===== src/sv/smc_pkg.sv =====
// Shared types, constants and character tables for the SIP method classifier.
package smc_pkg;

   localparam int NUM_METHODS = 11;
   localparam int MAX_PREFIX_LEN = 12;
   localparam int SSDP_LEN = 17;

   localparam logic [7:0] MIN_LENGTH_RESET = 8'd64;
   localparam logic [7:0] COUNT_MAX = 8'd255;

   localparam logic [31:0] KEY_A = 32'h4941_5449;
   localparam logic [31:0] KEY_B = 32'h5349_4220;
   localparam logic [32:0] MAGIC_ADD_LO = 33'h0_7efe_feff;
   localparam logic [31:0] MAGIC_ADD_HI = 32'h7efe_fefe;
   localparam logic [31:0] MAGIC_MASK_LO = 32'h8101_0100;
   localparam logic [31:0] MAGIC_MASK_HI = 32'h8101_0101;

   typedef enum logic [2:0] {
      VERDICT_SIP       = 3'd0,
      VERDICT_TOO_SHORT = 3'd1,
      VERDICT_QUICK_OUT = 3'd2,
      VERDICT_NO_PREFIX = 3'd3,
      VERDICT_SSDP      = 3'd4
   } verdict_type;

   localparam logic [3:0] METHOD_NONE = 4'd0;
   localparam logic [3:0] METHOD_NOTIFY = 4'd5;

   localparam logic [8*MAX_PREFIX_LEN-1:0] METHOD_TEXT [NUM_METHODS] = '{
      "REGISTER", "INVITE", "OPTIONS :sip", "CANCEL", "INFO", "NOTIFY",
      "REPLY", "ACK", "BYE", "SUBSCRIBE", "PUBLISH"
   };

   localparam logic [3:0] METHOD_LEN [NUM_METHODS] = '{
      4'd8, 4'd6, 4'd12, 4'd6, 4'd4, 4'd6, 4'd5, 4'd3, 4'd3, 4'd9, 4'd7
   };

   localparam logic [8*SSDP_LEN-1:0] SSDP_TEXT = "NOTIFY * HTTP/1.1";

   typedef struct packed {
      logic [7:0]             count;
      logic [31:0]            word;
      logic [NUM_METHODS-1:0] alive;
      logic                   ssdp;
   } smc_view_type;

   typedef struct packed {
      logic        is_sip;
      logic [3:0]  method_code;
      verdict_type verdict;
   } smc_result_type;

   function automatic logic [7:0] method_char(input logic [3:0] idx, input logic [3:0] pos);
      logic [3:0] sh;
      sh = METHOD_LEN[idx] - 4'd1 - pos;
      return METHOD_TEXT[idx][8*sh +: 8];
   endfunction

   function automatic logic [7:0] ssdp_char(input logic [4:0] pos);
      logic [4:0] sh;
      sh = 5'(SSDP_LEN - 1) - pos;
      return SSDP_TEXT[8*sh +: 8];
   endfunction

   // Split-add quick test: low half add feeds the high half by its carry.
   function automatic logic quick_hit(input logic [31:0] w, input logic [31:0] key);
      logic [31:0] m;
      logic [32:0] lo;
      logic [31:0] hi;
      m = w ^ key;
      lo = {1'b0, m} + MAGIC_ADD_LO;
      hi = MAGIC_ADD_HI + {31'd0, lo[32]};
      return ((hi & MAGIC_MASK_HI) != 32'd0) ||
             (((lo[31:0] ^ ~m) & MAGIC_MASK_LO) != 32'd0);
   endfunction

endpackage


===== src/sv/sip_method_classifier.sv =====
// Top level of the SIP method classifier: input register, tracking, verdict, result register.
//
//   channel | ports                                   | direction
//   req     | req_valid/ready, payload_byte, last_byte | in, one beat per payload byte
//   rsp     | rsp_valid/ready, is_sip, method_code,    | out, one beat per payload
//           | verdict                                 |
//   csr     | csr_write_enable, csr_write_data        | in, minimum payload length
//
// One byte is accepted every cycle; the verdict for a last byte is formed while the byte sits in the
// input register and is loaded into the result register when that byte advances.
// Only a last byte whose result register is still occupied stalls the input.
// Synchronous reset clears the byte count, first word and both valid bits, sets the match flags
// and sets the minimum length to 64.
module sip_method_classifier
   import smc_pkg::*;
(
   input  logic       clock,
   input  logic       reset,
   input  logic       req_valid,
   output logic       req_ready,
   input  logic [7:0] req_payload_byte,
   input  logic       req_last_byte,
   output logic       rsp_valid,
   input  logic       rsp_ready,
   output logic       rsp_is_sip,
   output logic [3:0] rsp_method_code,
   output logic [2:0] rsp_verdict,
   input  logic       csr_write_enable,
   input  logic [7:0] csr_write_data
);

   logic           in_valid_ff;
   logic [7:0]     in_byte_ff;
   logic           in_last_ff;
   logic           out_valid_ff;
   smc_result_type out_ff;
   logic [7:0]     min_length_ff;

   logic           advance;
   smc_view_type   view;
   smc_result_type result;

   assign advance = in_valid_ff && (!in_last_ff || !out_valid_ff || rsp_ready);
   assign req_ready = !in_valid_ff || advance;

   smc_track u_track (
      .clock      (clock),
      .reset      (reset),
      .advance    (advance),
      .byte_value (in_byte_ff),
      .last_beat  (in_last_ff),
      .view       (view)
   );

   smc_decide u_decide (
      .view       (view),
      .min_length (min_length_ff),
      .result     (result)
   );

   always_ff @(posedge clock) begin
      if (reset) begin
         in_valid_ff <= 1'b0;
         out_valid_ff <= 1'b0;
         min_length_ff <= MIN_LENGTH_RESET;
      end else begin
         if (req_ready) begin
            in_valid_ff <= req_valid;
         end
         if (advance && in_last_ff) begin
            out_valid_ff <= 1'b1;
         end else if (rsp_ready) begin
            out_valid_ff <= 1'b0;
         end
         if (csr_write_enable) begin
            min_length_ff <= csr_write_data;
         end
      end
   end

   always_ff @(posedge clock) begin
      if (req_ready && req_valid) begin
         in_byte_ff <= req_payload_byte;
         in_last_ff <= req_last_byte;
      end
      if (advance && in_last_ff) begin
         out_ff <= result;
      end
   end

   assign rsp_valid = out_valid_ff;
   assign rsp_is_sip = out_ff.is_sip;
   assign rsp_method_code = out_ff.method_code;
   assign rsp_verdict = out_ff.verdict;

endmodule


===== src/sv/smc_track.sv =====
// Per-payload tracking state: byte count, first word and prefix match flags.
module smc_track
   import smc_pkg::*;
(
   input  logic         clock,
   input  logic         reset,
   input  logic         advance,
   input  logic [7:0]   byte_value,
   input  logic         last_beat,
   output smc_view_type view
);

   logic [7:0]             count_ff;
   logic [31:0]            word_ff;
   logic [NUM_METHODS-1:0] alive_ff;
   logic                   ssdp_ff;

   logic [7:0]             count_in;
   logic [31:0]            word_in;
   logic [NUM_METHODS-1:0] alive_in;
   logic                   ssdp_in;

   always_comb begin
      view.count = (count_ff == COUNT_MAX) ? COUNT_MAX : count_ff + 8'd1;
      view.word = word_ff;
      if (count_ff < 8'd4) begin
         case (count_ff[1:0])
            2'd0:    view.word = word_ff | {byte_value, 24'd0};
            2'd1:    view.word = word_ff | {8'd0, byte_value, 16'd0};
            2'd2:    view.word = word_ff | {16'd0, byte_value, 8'd0};
            default: view.word = word_ff | {24'd0, byte_value};
         endcase
      end
      for (int i = 0; i < NUM_METHODS; i++) begin
         view.alive[i] = alive_ff[i] &
            !((count_ff < {4'd0, METHOD_LEN[i]}) &&
              (method_char(4'(i), count_ff[3:0]) != byte_value));
      end
      view.ssdp = ssdp_ff &
         !((count_ff < 8'(SSDP_LEN)) && (ssdp_char(count_ff[4:0]) != byte_value));
   end

   always_comb begin
      count_in = count_ff;
      word_in = word_ff;
      alive_in = alive_ff;
      ssdp_in = ssdp_ff;
      if (advance) begin
         if (last_beat) begin
            count_in = 8'd0;
            word_in = 32'd0;
            alive_in = '1;
            ssdp_in = 1'b1;
         end else begin
            count_in = view.count;
            word_in = view.word;
            alive_in = view.alive;
            ssdp_in = view.ssdp;
         end
      end
   end

   always_ff @(posedge clock) begin
      if (reset) begin
         count_ff <= 8'd0;
         word_ff <= 32'd0;
         alive_ff <= '1;
         ssdp_ff <= 1'b1;
      end else begin
         count_ff <= count_in;
         word_ff <= word_in;
         alive_ff <= alive_in;
         ssdp_ff <= ssdp_in;
      end
   end

endmodule


===== src/sv/smc_decide.sv =====
// Verdict logic applied to the payload state as it stands after the last byte.
module smc_decide
   import smc_pkg::*;
(
   input  smc_view_type   view,
   input  logic [7:0]     min_length,
   output smc_result_type result
);

   logic       found;
   logic [3:0] code;

   always_comb begin
      found = 1'b0;
      code = METHOD_NONE;
      for (int i = NUM_METHODS - 1; i >= 0; i--) begin
         if (view.alive[i] && (view.count >= {4'd0, METHOD_LEN[i]})) begin
            found = 1'b1;
            code = 4'(i);
         end
      end
   end

   always_comb begin
      result.is_sip = 1'b0;
      result.method_code = METHOD_NONE;
      if (view.count < min_length) begin
         result.verdict = VERDICT_TOO_SHORT;
      end else if (!quick_hit(view.word, KEY_A) && !quick_hit(view.word, KEY_B)) begin
         result.verdict = VERDICT_QUICK_OUT;
      end else if (!found) begin
         result.verdict = VERDICT_NO_PREFIX;
      end else if (code == METHOD_NOTIFY && view.ssdp && view.count >= 8'(SSDP_LEN)) begin
         result.verdict = VERDICT_SSDP;
      end else begin
         result.verdict = VERDICT_SIP;
         result.is_sip = 1'b1;
         result.method_code = code;
      end
   end

endmodule


===== config.mk =====
export PLATFORM = sky130hd
export DESIGN_NAME = sip_method_classifier
export DESIGN_NICKNAME = d
export VERILOG_FILES = /design/src/sv/smc_pkg.sv /design/src/sv/sip_method_classifier.sv /design/src/sv/smc_track.sv /design/src/sv/smc_decide.sv
export SDC_FILE = /design/constraint.sdc
export NUM_CORES = 1
export LEC_CHECK = 0
export BUFFER_PORTS_ARGS = -buffer_cell sky130_fd_sc_hd__clkbuf_2
export CAP_MARGIN = 20
export CORE_MARGIN = 8
export CORE_UTILIZATION = 63
export CTS_CLUSTER_SIZE = 8
export DETAILED_ROUTE_END_ITERATION = 6
export GPL_TIMING_DRIVEN = 0
export PLACE_DENSITY = 0.85
export SLEW_MARGIN = 15
export SYNTH_ARGS = -nofsm -noshare
export SYNTH_HDL_FRONTEND = slang
export SYNTH_SLANG_ARGS = --single-unit

===== constraint.sdc =====
create_clock -name clock -period 5 [get_ports clock]
set_input_delay 0.5 -clock clock [delete_from_list [all_inputs] [get_ports clock]]
set_output_delay 0.5 -clock clock [all_outputs]
set_load 0.005 [all_outputs]

==> results of run 1 <==
[synth_stat cells (10+ instances only)]
| cell | n |
|---|---|
| a21o_1 | 15 |
| a21oi_1 | 51 |
| a22oi_1 | 38 |
| a31oi_1 | 17 |
| clkbuf_1 | 56 |
| dfxtp_1 | 62 |
| edfxtp_1 | 17 |
| ha_1 | 31 |
| inv_1 | 29 |
| mux2i_1 | 17 |
| nand2_1 | 57 |
| nand2b_1 | 17 |
| nand3_1 | 24 |
| nand4_1 | 15 |
| nor2_1 | 88 |
| nor2b_1 | 14 |
| nor3_1 | 23 |
| nor4_1 | 10 |
| o21a_1 | 14 |
| o21ai_0 | 27 |
| or2_2 | 11 |
| xnor2_1 | 33 |
[flip-flops by register name, indices dropped and copies added, names as in the netlist]
name / cells
in_last_ff: 1
rsp_verdict: 3
rsp_valid: 1
u_track.ssdp_ff: 1
in_valid_ff: 1
u_track.count_ff: 8
u_track.alive_ff: 11
in_byte_ff: 8
rsp_method_code: 4
rsp_is_sip: 1
u_track.word_ff: 32
min_length_ff: 8
[report_power, final]
| group | internal [µW] | total (µW) | switching (µW) |
|---|---|---|---|
| sequential | 670 | 686 | 15.3 |
| combinational | 101 | 298 | 197 |
| clock | 263 | 533 | 270 |
| total | 1030 | 1520 | 482 |
[cell usage in the layout (no fill, tap or decap), types with 17 or more instances in the layout]
cell      netlist  layout
nor2_1         88      88
dfxtp_1        62      61
nand2_1        57      57
clkbuf_1       56      52
a21oi_1        51      51
a22oi_1        38      38
clkbuf_2        0      36
xnor2_1        33      33
ha_1           31      31
inv_1          29      27
o21ai_0        27      27
nand3_1        24      24
nor3_1         23      22
nand2b_1       17      17
mux2i_1        17      17
edfxtp_1       17      17
[layout make-up]
class | count | area, µm²
Multi-Input combinational cell | 667 | 4563
Buffer | 72 | 295.3
Clock buffer | 12 | 156.4
Fill cell | 849 | 3022
Timing Repair Buffer | 33 | 175.2
Clock inverter | 4 | 52.55
Inverter | 34 | 136.4
Sequential cell | 79 | 1753
Tap cell | 136 | 170.2
[through the flow]
stage | hold WS (ps) | cell area, µm² | worst slack (ps) | cells | util [%]
3_3_place_gp | 431.4 | 7007 | -403.2 | 1017 | 67.87
3_5_place_dp | 449.0 | 7013 | -485.4 | 1017 | 67.93
4_1_cts | 297.7 | 7242 | 41.60 | 1033 | 70.15
5_1_grt | 289.0 | 7302 | 4.491 | 1037 | 70.73
6_report | 283.8 | 7302 | 54.63 | 1037 | 70.73
2_1_floorplan | 420.0 | 6691 | 1188 | 852 | -
[metal layers]
metal / global-route usage, % / part of all wire (%) / wire (µm) / vias to the layer above
li1: - / - / - / 3246
met1: 43.43 / 39 / 9839 / 3551
met2: 48.82 / 41 / 10310 / 603
met3: 12.14 / 14 / 3558 / 169
met4: 21.90 / 6.6 / 1671 / 2
met5: 2.778 / 0.21 / 53 / -
[worst paths after layout]
kind / depth (start not counted) / end / startpoint / slack, ps
setup / recovery: 13 / rsp_method_code[3] / u_track.count_ff[1] / 50
hold / removal: 1 / in_byte_ff[1] / req_payload_byte[1] / 280
setup reg to reg: 13 / rsp_method_code[3] / u_track.count_ff[1] / 50
hold reg to reg: 2 / u_track.alive_ff[0] / u_track.alive_ff[0] / 460
[cells by family after synthesis]
family	synth area share (%)
AOI/OAI and AO/OA	27.88
xor gates and xnor gates	5.497
adders and majority gates	5.797
buffers and inverters	6.189
DFF	26.18
muxes	3.216
and+or+nand+nor	25.24
[timing repair]
item,4_1_cts,5_1_grt
pin swaps,0,1
setup endpoints to repair,8,7
hold buffers,0,0
cloned,0,0
buffers inserted,0,4
gates resized for setup,7,14
==> results.py, run 1 <==
metrics = {
    "outcome": {
        "status": "complete, no violations",
    },
    "synthesis": {
        "ys_seq_area_share_pct": 26.18,
        "syn_area_um2": 6691,
        "synthArstFlopShare_pct": 0,
        "synth_edf_count": 17,
        "synth_seq_cells": 79,
        "syn_nets": 905,
        "synth_top_area_cell": "dfxtp_1",
        "synth_area_leaders": "dfxtp_1, edfxtp_1, ha_1",
        "synth_cell_types": 89,
        "syn_avg_cell_area_um2": 7.854,
        "ys_warn_count": 0,
        "synth_top_area_share_pct": 18.55,
        "syn_inst": 852,
        "ys.flop_type": "dfxtp_1",
    },
    "critical_path": {
        "cp-end-kind": "flip-flop",
        "crit_path_frequent_cell": "ha_1",
        "crit_required_ps": 5190,
        "path_buf_inv": 4,
        "arrival_ps": 5140,
        "worst_path_largest_cell_delay_ps": 800,
        "start_kind": "flip-flop",
        "path_max_fanout": 11,
        "criticalPathCategory": "flip-flop to flip-flop",
        "crit_slowest_cell": "o21ai_0",
        "worst_path_dominant_cell_family": "compound AO/OA/AOI/OAI gates",
        "crit_chain": "ha_1, buf_2, inv_1, clkbuf_2, ha_1, inv_1, nand2_1, ha_1, a21o_1, a21oi_1, o21ai_0, o311ai_4, nor4b_2",
    },
    "pwr": {
        "ir_worst_vdd_uv": 203.7,
        "total_power_uw": 1516,
        "p_leak_uw": 0.002795,
        "power_density_nw_per_um2": 207.7,
    },
    "sta": {
        "fin_skew_ps": 14.27,
        "drv_slew": 0,
        "worst_pin_slew_ps": 1150,
        "period_minus_slack_ps": 4945,
        "rsz0062_at_grt": "no",
        "relSlewSlack_pct": 22.59,
        "post-route-period-util_pct": 98.91,
        "fmax_ghz": 0.2022,
        "final-hold-violation-count": 0,
        "tns_ps": 0,
        "finalSetupViolCount": 0,
    },
    "grt": {
        "grt_start_max_net_pins": 14,
        "grt_pass1_vias": 7061,
        "grt_pass1_wl_um": 38580,
        "grt_antenna_before_repair": 0,
        "overflow": 0,
        "grt_usage_pct": 34.48,
    },
    "hold_path": {
        "hp-class": "input port to flip-flop",
    },
    "drt": {
        "dr.pass1.iters": 6,
        "vias": 7571,
        "wl_per_cell_um": 24.52,
        "ant_nets": 0,
        "vias_per_cell": 7.301,
        "drtIter0Drc": 1336,
        "drt-total-wl_um": 25430,
        "drc_errors": 0,
    },
    "floorplan": {
        "design.die.area_um2": 14180,
        "floorplan.initialDensity_pct": 64.82,
        "die_w_um": 119.1,
        "pin_count": 32,
        "core_area_um2": 10320,
        "die_h_um": 119.1,
        "num_rows": 37,
    },
    "cts": {
        "cts_sinks": 79,
        "cts_root_buf": "clkbuf_8",
        "clk_latency_ps": 380,
        "clkTransAtPathRegs_ps": 100,
        "cts_made_buffers": 9,
        "cts_tree": "done",
        "clock_path_buffers": 2,
        "cts_htree_levels": 3,
    },
    "final_layout": {
        "area_growth_pct": 9.125,
        "fin_nets": 949,
        "n_antenna_cell": 0,
        "drive_gt1_share_pct": 11.65,
    },
    "place": {
        "io_buffers": 29,
        "routabilityCongestion": 1.016,
        "place_hpwl_um": 18030,
    },
    "flow_run": {
        "drv_cap": 0,
    },
}
Note: power is estimated with default switching activity, not from simulation.
==> run 2, diff against run 1 <==
- ABC_AREA: not set -> 1
- SETUP_SLACK_MARGIN: not set -> 0.5
==> run 2 against run 1 <==
Final cell count increased by 25%. Total power fell by 2.9%. Sequential power is essentially flat. Clock skew decreased by 3.8 ps. Largest power group unchanged.
==> results.py, run 2 <==
metrics = {
    "drt": {
        "wl_per_cell_um": 16.05,
        "drt-total-wl_um": 20780,
        "vias": 7503,
        "dr.pass1.iters": 5,
        "vias_per_cell": 5.794,
        "ant_nets": 0,
        "drtIter0Drc": 880,
        "drc_errors": 0,
    },
    "final_layout": {
        "fin_nets": 1203,
        "largest_reg_flops": 32,
        "final_common_cell": "nand2_1",
        "area_growth_pct": 7.922,
        "finalNonFillerCells": 1295,
        "largest_registers": "u_track.word_ff (32), u_track.alive_ff (11)",
        "drive_gt1_share_pct": 10.82,
        "n_antenna_cell": 0,
        "layout_common_cells": "nand2_1, nor2_1, inv_1, nand3_1, a21oi_1",
        "n_fill_cell": 1008,
        "fin_area_um2": 7363,
        "top_register": "u_track.word_ff",
    },
    "sta": {
        "finalSetupViolCount": 0,
        "post-route-period-util_pct": 82.60,
        "drv_slew": 0,
        "rsz0062_at_grt": "no",
        "period_minus_slack_ps": 4130,
        "final-hold-violation-count": 0,
        "relSlewSlack_pct": 45.89,
        "fmax_ghz": 0.2421,
        "worst_pin_slew_ps": 811.7,
        "fin_skew_ps": 10.42,
        "tns_ps": 0,
    },
    "place": {
        "place_hpwl_um": 15280,
        "io_buffers": 30,
        "routabilityCongestion": 1.002,
        "placed_cells": 1279,
        "postPlaceCellArea_um2": 7148,
    },
    "grt": {
        "grt_usage_pct": 28.25,
        "overflow": 0,
        "grt_antenna_before_repair": 0,
        "grt_start_max_net_pins": 18,
        "grt_pass1_vias": 6738,
        "grt_pass1_wl_um": 32890,
    },
    "floorplan": {
        "core_area_um2": 10700,
        "die_h_um": 120.1,
        "floorplan.initialDensity_pct": 63.78,
        "pin_count": 32,
        "die_w_um": 120.1,
        "num_rows": 38,
        "design.die.area_um2": 14420,
    },
    "synthesis": {
        "ys_top_cells_by_count": "nand2_1, nor2_1, inv_1",
        "synthArstFlopShare_pct": 0,
        "synth_area_leaders": "nand2_1, dfxtp_1, edfxtp_1",
        "syn_nets": 1162,
        "synth_top_area_cell": "nand2_1",
        "yosys.cell_count.top_type": "nand2_1",
        "syn_inst": 1109,
        "syn_avg_cell_area_um2": 6.152,
        "ys_warn_count": 0,
        "synth_top_area_share_pct": 19.09,
        "synth_seq_cells": 79,
        "ys_seq_area_share_pct": 25.67,
        "synth_edf_count": 17,
        "synth_cell_types": 49,
        "ys.flop_type": "dfxtp_1",
        "syn_area_um2": 6823,
    },
    "critical_path": {
        "criticalPathCategory": "flip-flop to flip-flop",
        "crit_required_ps": 5140,
        "start_kind": "flip-flop",
        "cp-end-kind": "flip-flop",
        "arrival_ps": 4270,
        "path_max_fanout": 13,
    },
    "cts": {
        "cts_setup_buffers": 0,
        "clock_path_buffers": 2,
        "cts_tree": "done",
        "cts_root_buf": "clkbuf_8",
        "cts_resized": 0,
        "holdBufCountCts": 0,
        "clk_latency_ps": 370,
        "cts_made_buffers": 9,
        "clkTransAtPathRegs_ps": 90,
        "cts_sinks": 79,
        "cts_htree_levels": 3,
    },
    "flow_run": {
        "drv_cap": 0,
    },
    "hold_path": {
        "hp-class": "input port to flip-flop",
    },
    "pwr": {
        "power_density_nw_per_um2": 199.9,
        "p_leak_uw": 0.003508,
        "ir_worst_vdd_uv": 234.5,
        "total_power_uw": 1472,
    },
    "outcome": {
        "status": "complete, no violations",
    },
}
run 2: cell count changes in the layout (fill, tap and decap cells not counted), moves of 28 or more:
cell,change
xnor2_1,-32
nor2_1,+31
nand3_1,+66
inv_1,+75
a22oi_1,-36
a21oi_1,+28
clkbuf_1,-33
nand2_1,+290
run 2: per-stage QoR:
stage / util, % / hold WS, ps / setup WS (ps)
finish: 68.83 / 298.0 / 870.2
global route: 68.83 / 286.1 / 660.3
CTS: 68.82 / 288.7 / 751.0
detailed placement: 66.82 / 446.1 / 803.1
global placement: 66.82 / 436.9 / 796.0
floorplan: - / 428.7 / 1754
run 2: logic make-up (layout without fill, tap and decap cells):
family                   Yosys count  in the layout  synth area share [%]
adder cells (fa/ha/maj)           31             31                 5.685
buffers and inverters            159            205                 9.499
flip-flops                        79             79                 25.67
XOR/XNOR                          32             32                 4.218
AND/OR/NAND/NOR                  643            643                 41.54
AO/OA/AOI/OAI                    165            165                 13.39
run 2: final timing paths:
path              slack, ps                 from  cells after the start            endpoint
setup / recovery        870  u_track.count_ff[0]                     22  rsp_method_code[2]
setup reg to reg        870  u_track.count_ff[0]                     22  rsp_method_code[2]
hold reg to reg         470     min_length_ff[2]                      2    min_length_ff[2]
hold / removal          300        req_last_byte                      1          in_last_ff
run 2: cell type report:
cell class	instances	area [µm²]	share of cell area, %
Buffer	40	200.2	2.719
Timing Repair Buffer	30	150.1	2.039
Clock inverter	5	62.56	0.8496
Clock buffer	11	151.4	2.056
Sequential cell	79	1753	23.81
Tap cell	140	175.2	2.379
Multi-Input combinational cell	871	4423	60.07
Inverter	119	447.9	6.083
run 2: worst max-delay path, stage by stage, from the launching register on:
cell and delay (ps):
dfxtp_1 540, inv_1 130, buf_4 210, ha_1 300, inv_2 200, ha_1 260
clkbuf_2 160, buf_2 200, a21oi_1 250, o21ai_0 150, nand3_1 100, nand2_1 60
xor2_1 150, nor2_1 110, nand3_1 160, nand2_1 120, nand2_1 70, nor2_1 120
nand3_1 80, a21oi_1 170, nand3_1 170, nand2_4 140, nor2_2 40
run 2: per-layer routing:
metal	global-route usage (%)	part of all wire [%]	up-vias
met4	14.68	3.9	0
met3	4.650	9.7	75
li1	-	-	3665
met5	0	0	-
met1	35.42	41	3368
met2	45.86	45	395
run 2: power breakdown:
part	leakage, µW	internal, µW	switching, µW
logic	0.00273	81.0	181
registers	0.000672	670	14.5
clock network	0.000111	263	262
==> run 3, diff against run 2 <==
- clock period: 5 -> 4.24 ns (I/O delays scaled with it)
==> run 3 against run 2 <==
Count of clock-buffer cells in the layout is the same. Combinational power grew 20%. Worst hold slack lost 83 ps. Flip-flop and latch count is the same. Global-route usage grew 0.099 points. The flow now finishes with violations (DRC). Largest cell class unchanged. Sequential power grew 18%. Critical path type unchanged. Die area is the same. Setup slack lost 170 ps. Sequential share of layout area shrank 0.22 points.
==> results.py, run 3 (synthesis gave the netlist of run 2 again) <==
metrics = {
    "outcome": {
        "status": "complete, but fails checks",
        "violations": "DRC",
    },
    "grt": {
        "grt_start_max_net_pins": 18,
        "grt_pass1_wl_um": 33000,
        "grt_pass1_vias": 6782,
        "grt_usage_pct": 28.35,
        "overflow": 0,
        "grt_antenna_before_repair": 0,
    },
    "critical_path": {
        "rrSetupSlack_ps": 700,
        "arrival_ps": 3690,
        "worst_path_largest_cell_delay_ps": 390,
        "criticalPathCategory": "flip-flop to flip-flop",
        "cp-end-kind": "flip-flop",
        "crit_chain": "inv_1, buf_6, ha_1, inv_1, nor2_2, nand2_1, o21bai_1, nand2_1, nor2_1, nor2_1, and2_1, nand2_1, nand2_1, nand2_1, nand4_1, nor2_2, nor2_4, nand2_4, nor2_2",
        "start_kind": "flip-flop",
        "crit_required_ps": 4390,
        "path_max_fanout": 13,
        "worstRegToRegCells": 19,
        "r2r-start": "u_track.count_ff[0]",
        "crit_slowest_cell": "dfxtp_4",
        "reg2reg_to": "rsp_method_code[2]",
        "crit_path_frequent_cell": "nand2_1",
    },
    "cts": {
        "cts_tree": "done",
        "clkTransAtPathRegs_ps": 90,
        "clock_path_buffers": 2,
        "clk_latency_ps": 380,
        "cts_sinks": 79,
        "cts_root_buf": "clkbuf_8",
        "holdBufCountCts": 0,
        "cts_htree_levels": 3,
        "cts_made_buffers": 9,
    },
    "sta": {
        "tns_ps": 0,
        "finalSetupViolCount": 0,
        "drv_slew": 0,
        "rsz0062_at_grt": "no",
        "period_minus_slack_ps": 3544,
        "relSlewSlack_pct": 46.76,
        "worst_pin_slew_ps": 798.6,
        "post-route-period-util_pct": 83.59,
        "final-hold-violation-count": 0,
        "fmax_ghz": 0.2821,
        "fin_skew_ps": 10.07,
    },
    "place": {
        "place_hpwl_um": 15280,
        "placed_cells": 1279,
        "io_buffers": 30,
        "routabilityCongestion": 1.002,
    },
    "drt": {
        "ant_nets": 0,
        "wl_per_cell_um": 16.16,
        "drtIter0Drc": 830,
        "drt-total-wl_um": 21010,
        "vias_per_cell": 5.810,
        "drc_errors": 5,
        "vias": 7553,
        "dr.pass1.iters": 7,
    },
    "pwr": {
        "power_density_nw_per_um2": 233.7,
        "p_leak_uw": 0.003540,
        "ir_worst_vdd_uv": 278.5,
    },
    "hold_path": {
        "hp-class": "input port to flip-flop",
        "hold_depth": 1,
        "hold_start": "req_last_byte",
        "hold_end": "in_last_ff",
    },
    "floorplan": {
        "pin_count": 32,
        "design.die.area_um2": 14420,
        "num_rows": 38,
        "die_h_um": 120.1,
        "die_w_um": 120.1,
        "core_area_um2": 10700,
        "floorplan.initialDensity_pct": 63.78,
    },
    "final_layout": {
        "finalNonFillerCells": 1300,
        "area_growth_pct": 9.389,
        "n_antenna_cell": 0,
        "layout_common_cells": "nand2_1, nor2_1, inv_1, nand3_1, a21oi_1",
        "largest_registers": "u_track.word_ff (32), u_track.alive_ff (11)",
        "top_register": "u_track.word_ff",
        "fin_nets": 1208,
        "largest_reg_flops": 32,
        "final_common_cell": "nand2_1",
        "drive_gt1_share_pct": 12.33,
    },
    "flow_run": {
        "drv_cap": 0,
    },
}
==> run 3: worst max path at each step <==
stage                     slack, ps                 end                 from  cells past startpoint
after floorplan                 990  rsp_method_code[3]  u_track.count_ff[1]                     21
after global placement           40  rsp_method_code[3]  u_track.count_ff[1]                     21
after detailed placement         40  rsp_method_code[3]  u_track.count_ff[1]                     21
after CTS                       550  rsp_method_code[3]  u_track.count_ff[0]                     28
after global routing            500  rsp_method_code[3]  u_track.count_ff[0]                     28
final                           700  rsp_method_code[2]  u_track.count_ff[0]                     19
==> run 3: worst max-delay path: cells and delay by family (launching register included) <==
family / cells / cell delay [ps]
compound gates: 1 / 270
buf+inv: 3 / 560
simple gates: 14 / 1740
flops: 1 / 390
fa+ha+maj: 1 / 350
==> run 3: metal layers <==
| metal | vias to the layer above | part of all wire (%) | track usage (%) |
|---|---|---|---|
| met5 | - | 0 | 0 |
| met1 | 3411 | 42 | 34.91 |
| met3 | 73 | 8.8 | 5.449 |
| li1 | 3687 | - | - |
| met2 | 382 | 46 | 46.32 |
| met4 | 0 | 3.9 | 14.52 |
==> run 3: area by class of cell <==
cell class                      count  area, µm²
Buffer                             40      206.4
Clock buffer                       11      151.4
Clock inverter                      5      62.56
Fill cell                         995       3234
Inverter                          119      454.2
Multi-Input combinational cell    871       4466
Sequential cell                    79       1760
Tap cell                          140      175.2
Timing Repair Buffer               35      187.7
==> run 3: what timing repair did <==
action,in CTS,in global routing
endpoints found under the hold margin,0,0
gates resized for setup,6,16
endpoints found under the setup margin,8,7
pin swaps,0,1
setup buffers,1,4
==> run 3: report_power, final <==
part           internal, µW  switching, µW
clock network           310            314
registers               790           16.7
logic                  98.2            216
total                  1200            546
==> run 3: through the flow <==
stage	power [µW]	utilization [%]	setup WS, ps	hold WS (ps)	area [µm²]
2_1_floorplan	1036	-	993.9	428.7	6823
4_1_cts	1728	69.03	547.9	212.7	7385
3_5_place_dp	1123	66.82	43.05	446.1	7148
5_1_grt	1800	69.77	500.6	210.0	7463
3_3_place_gp	1118	66.82	36.01	436.9	7148
6_report	1744	69.77	695.6	215.2	7463
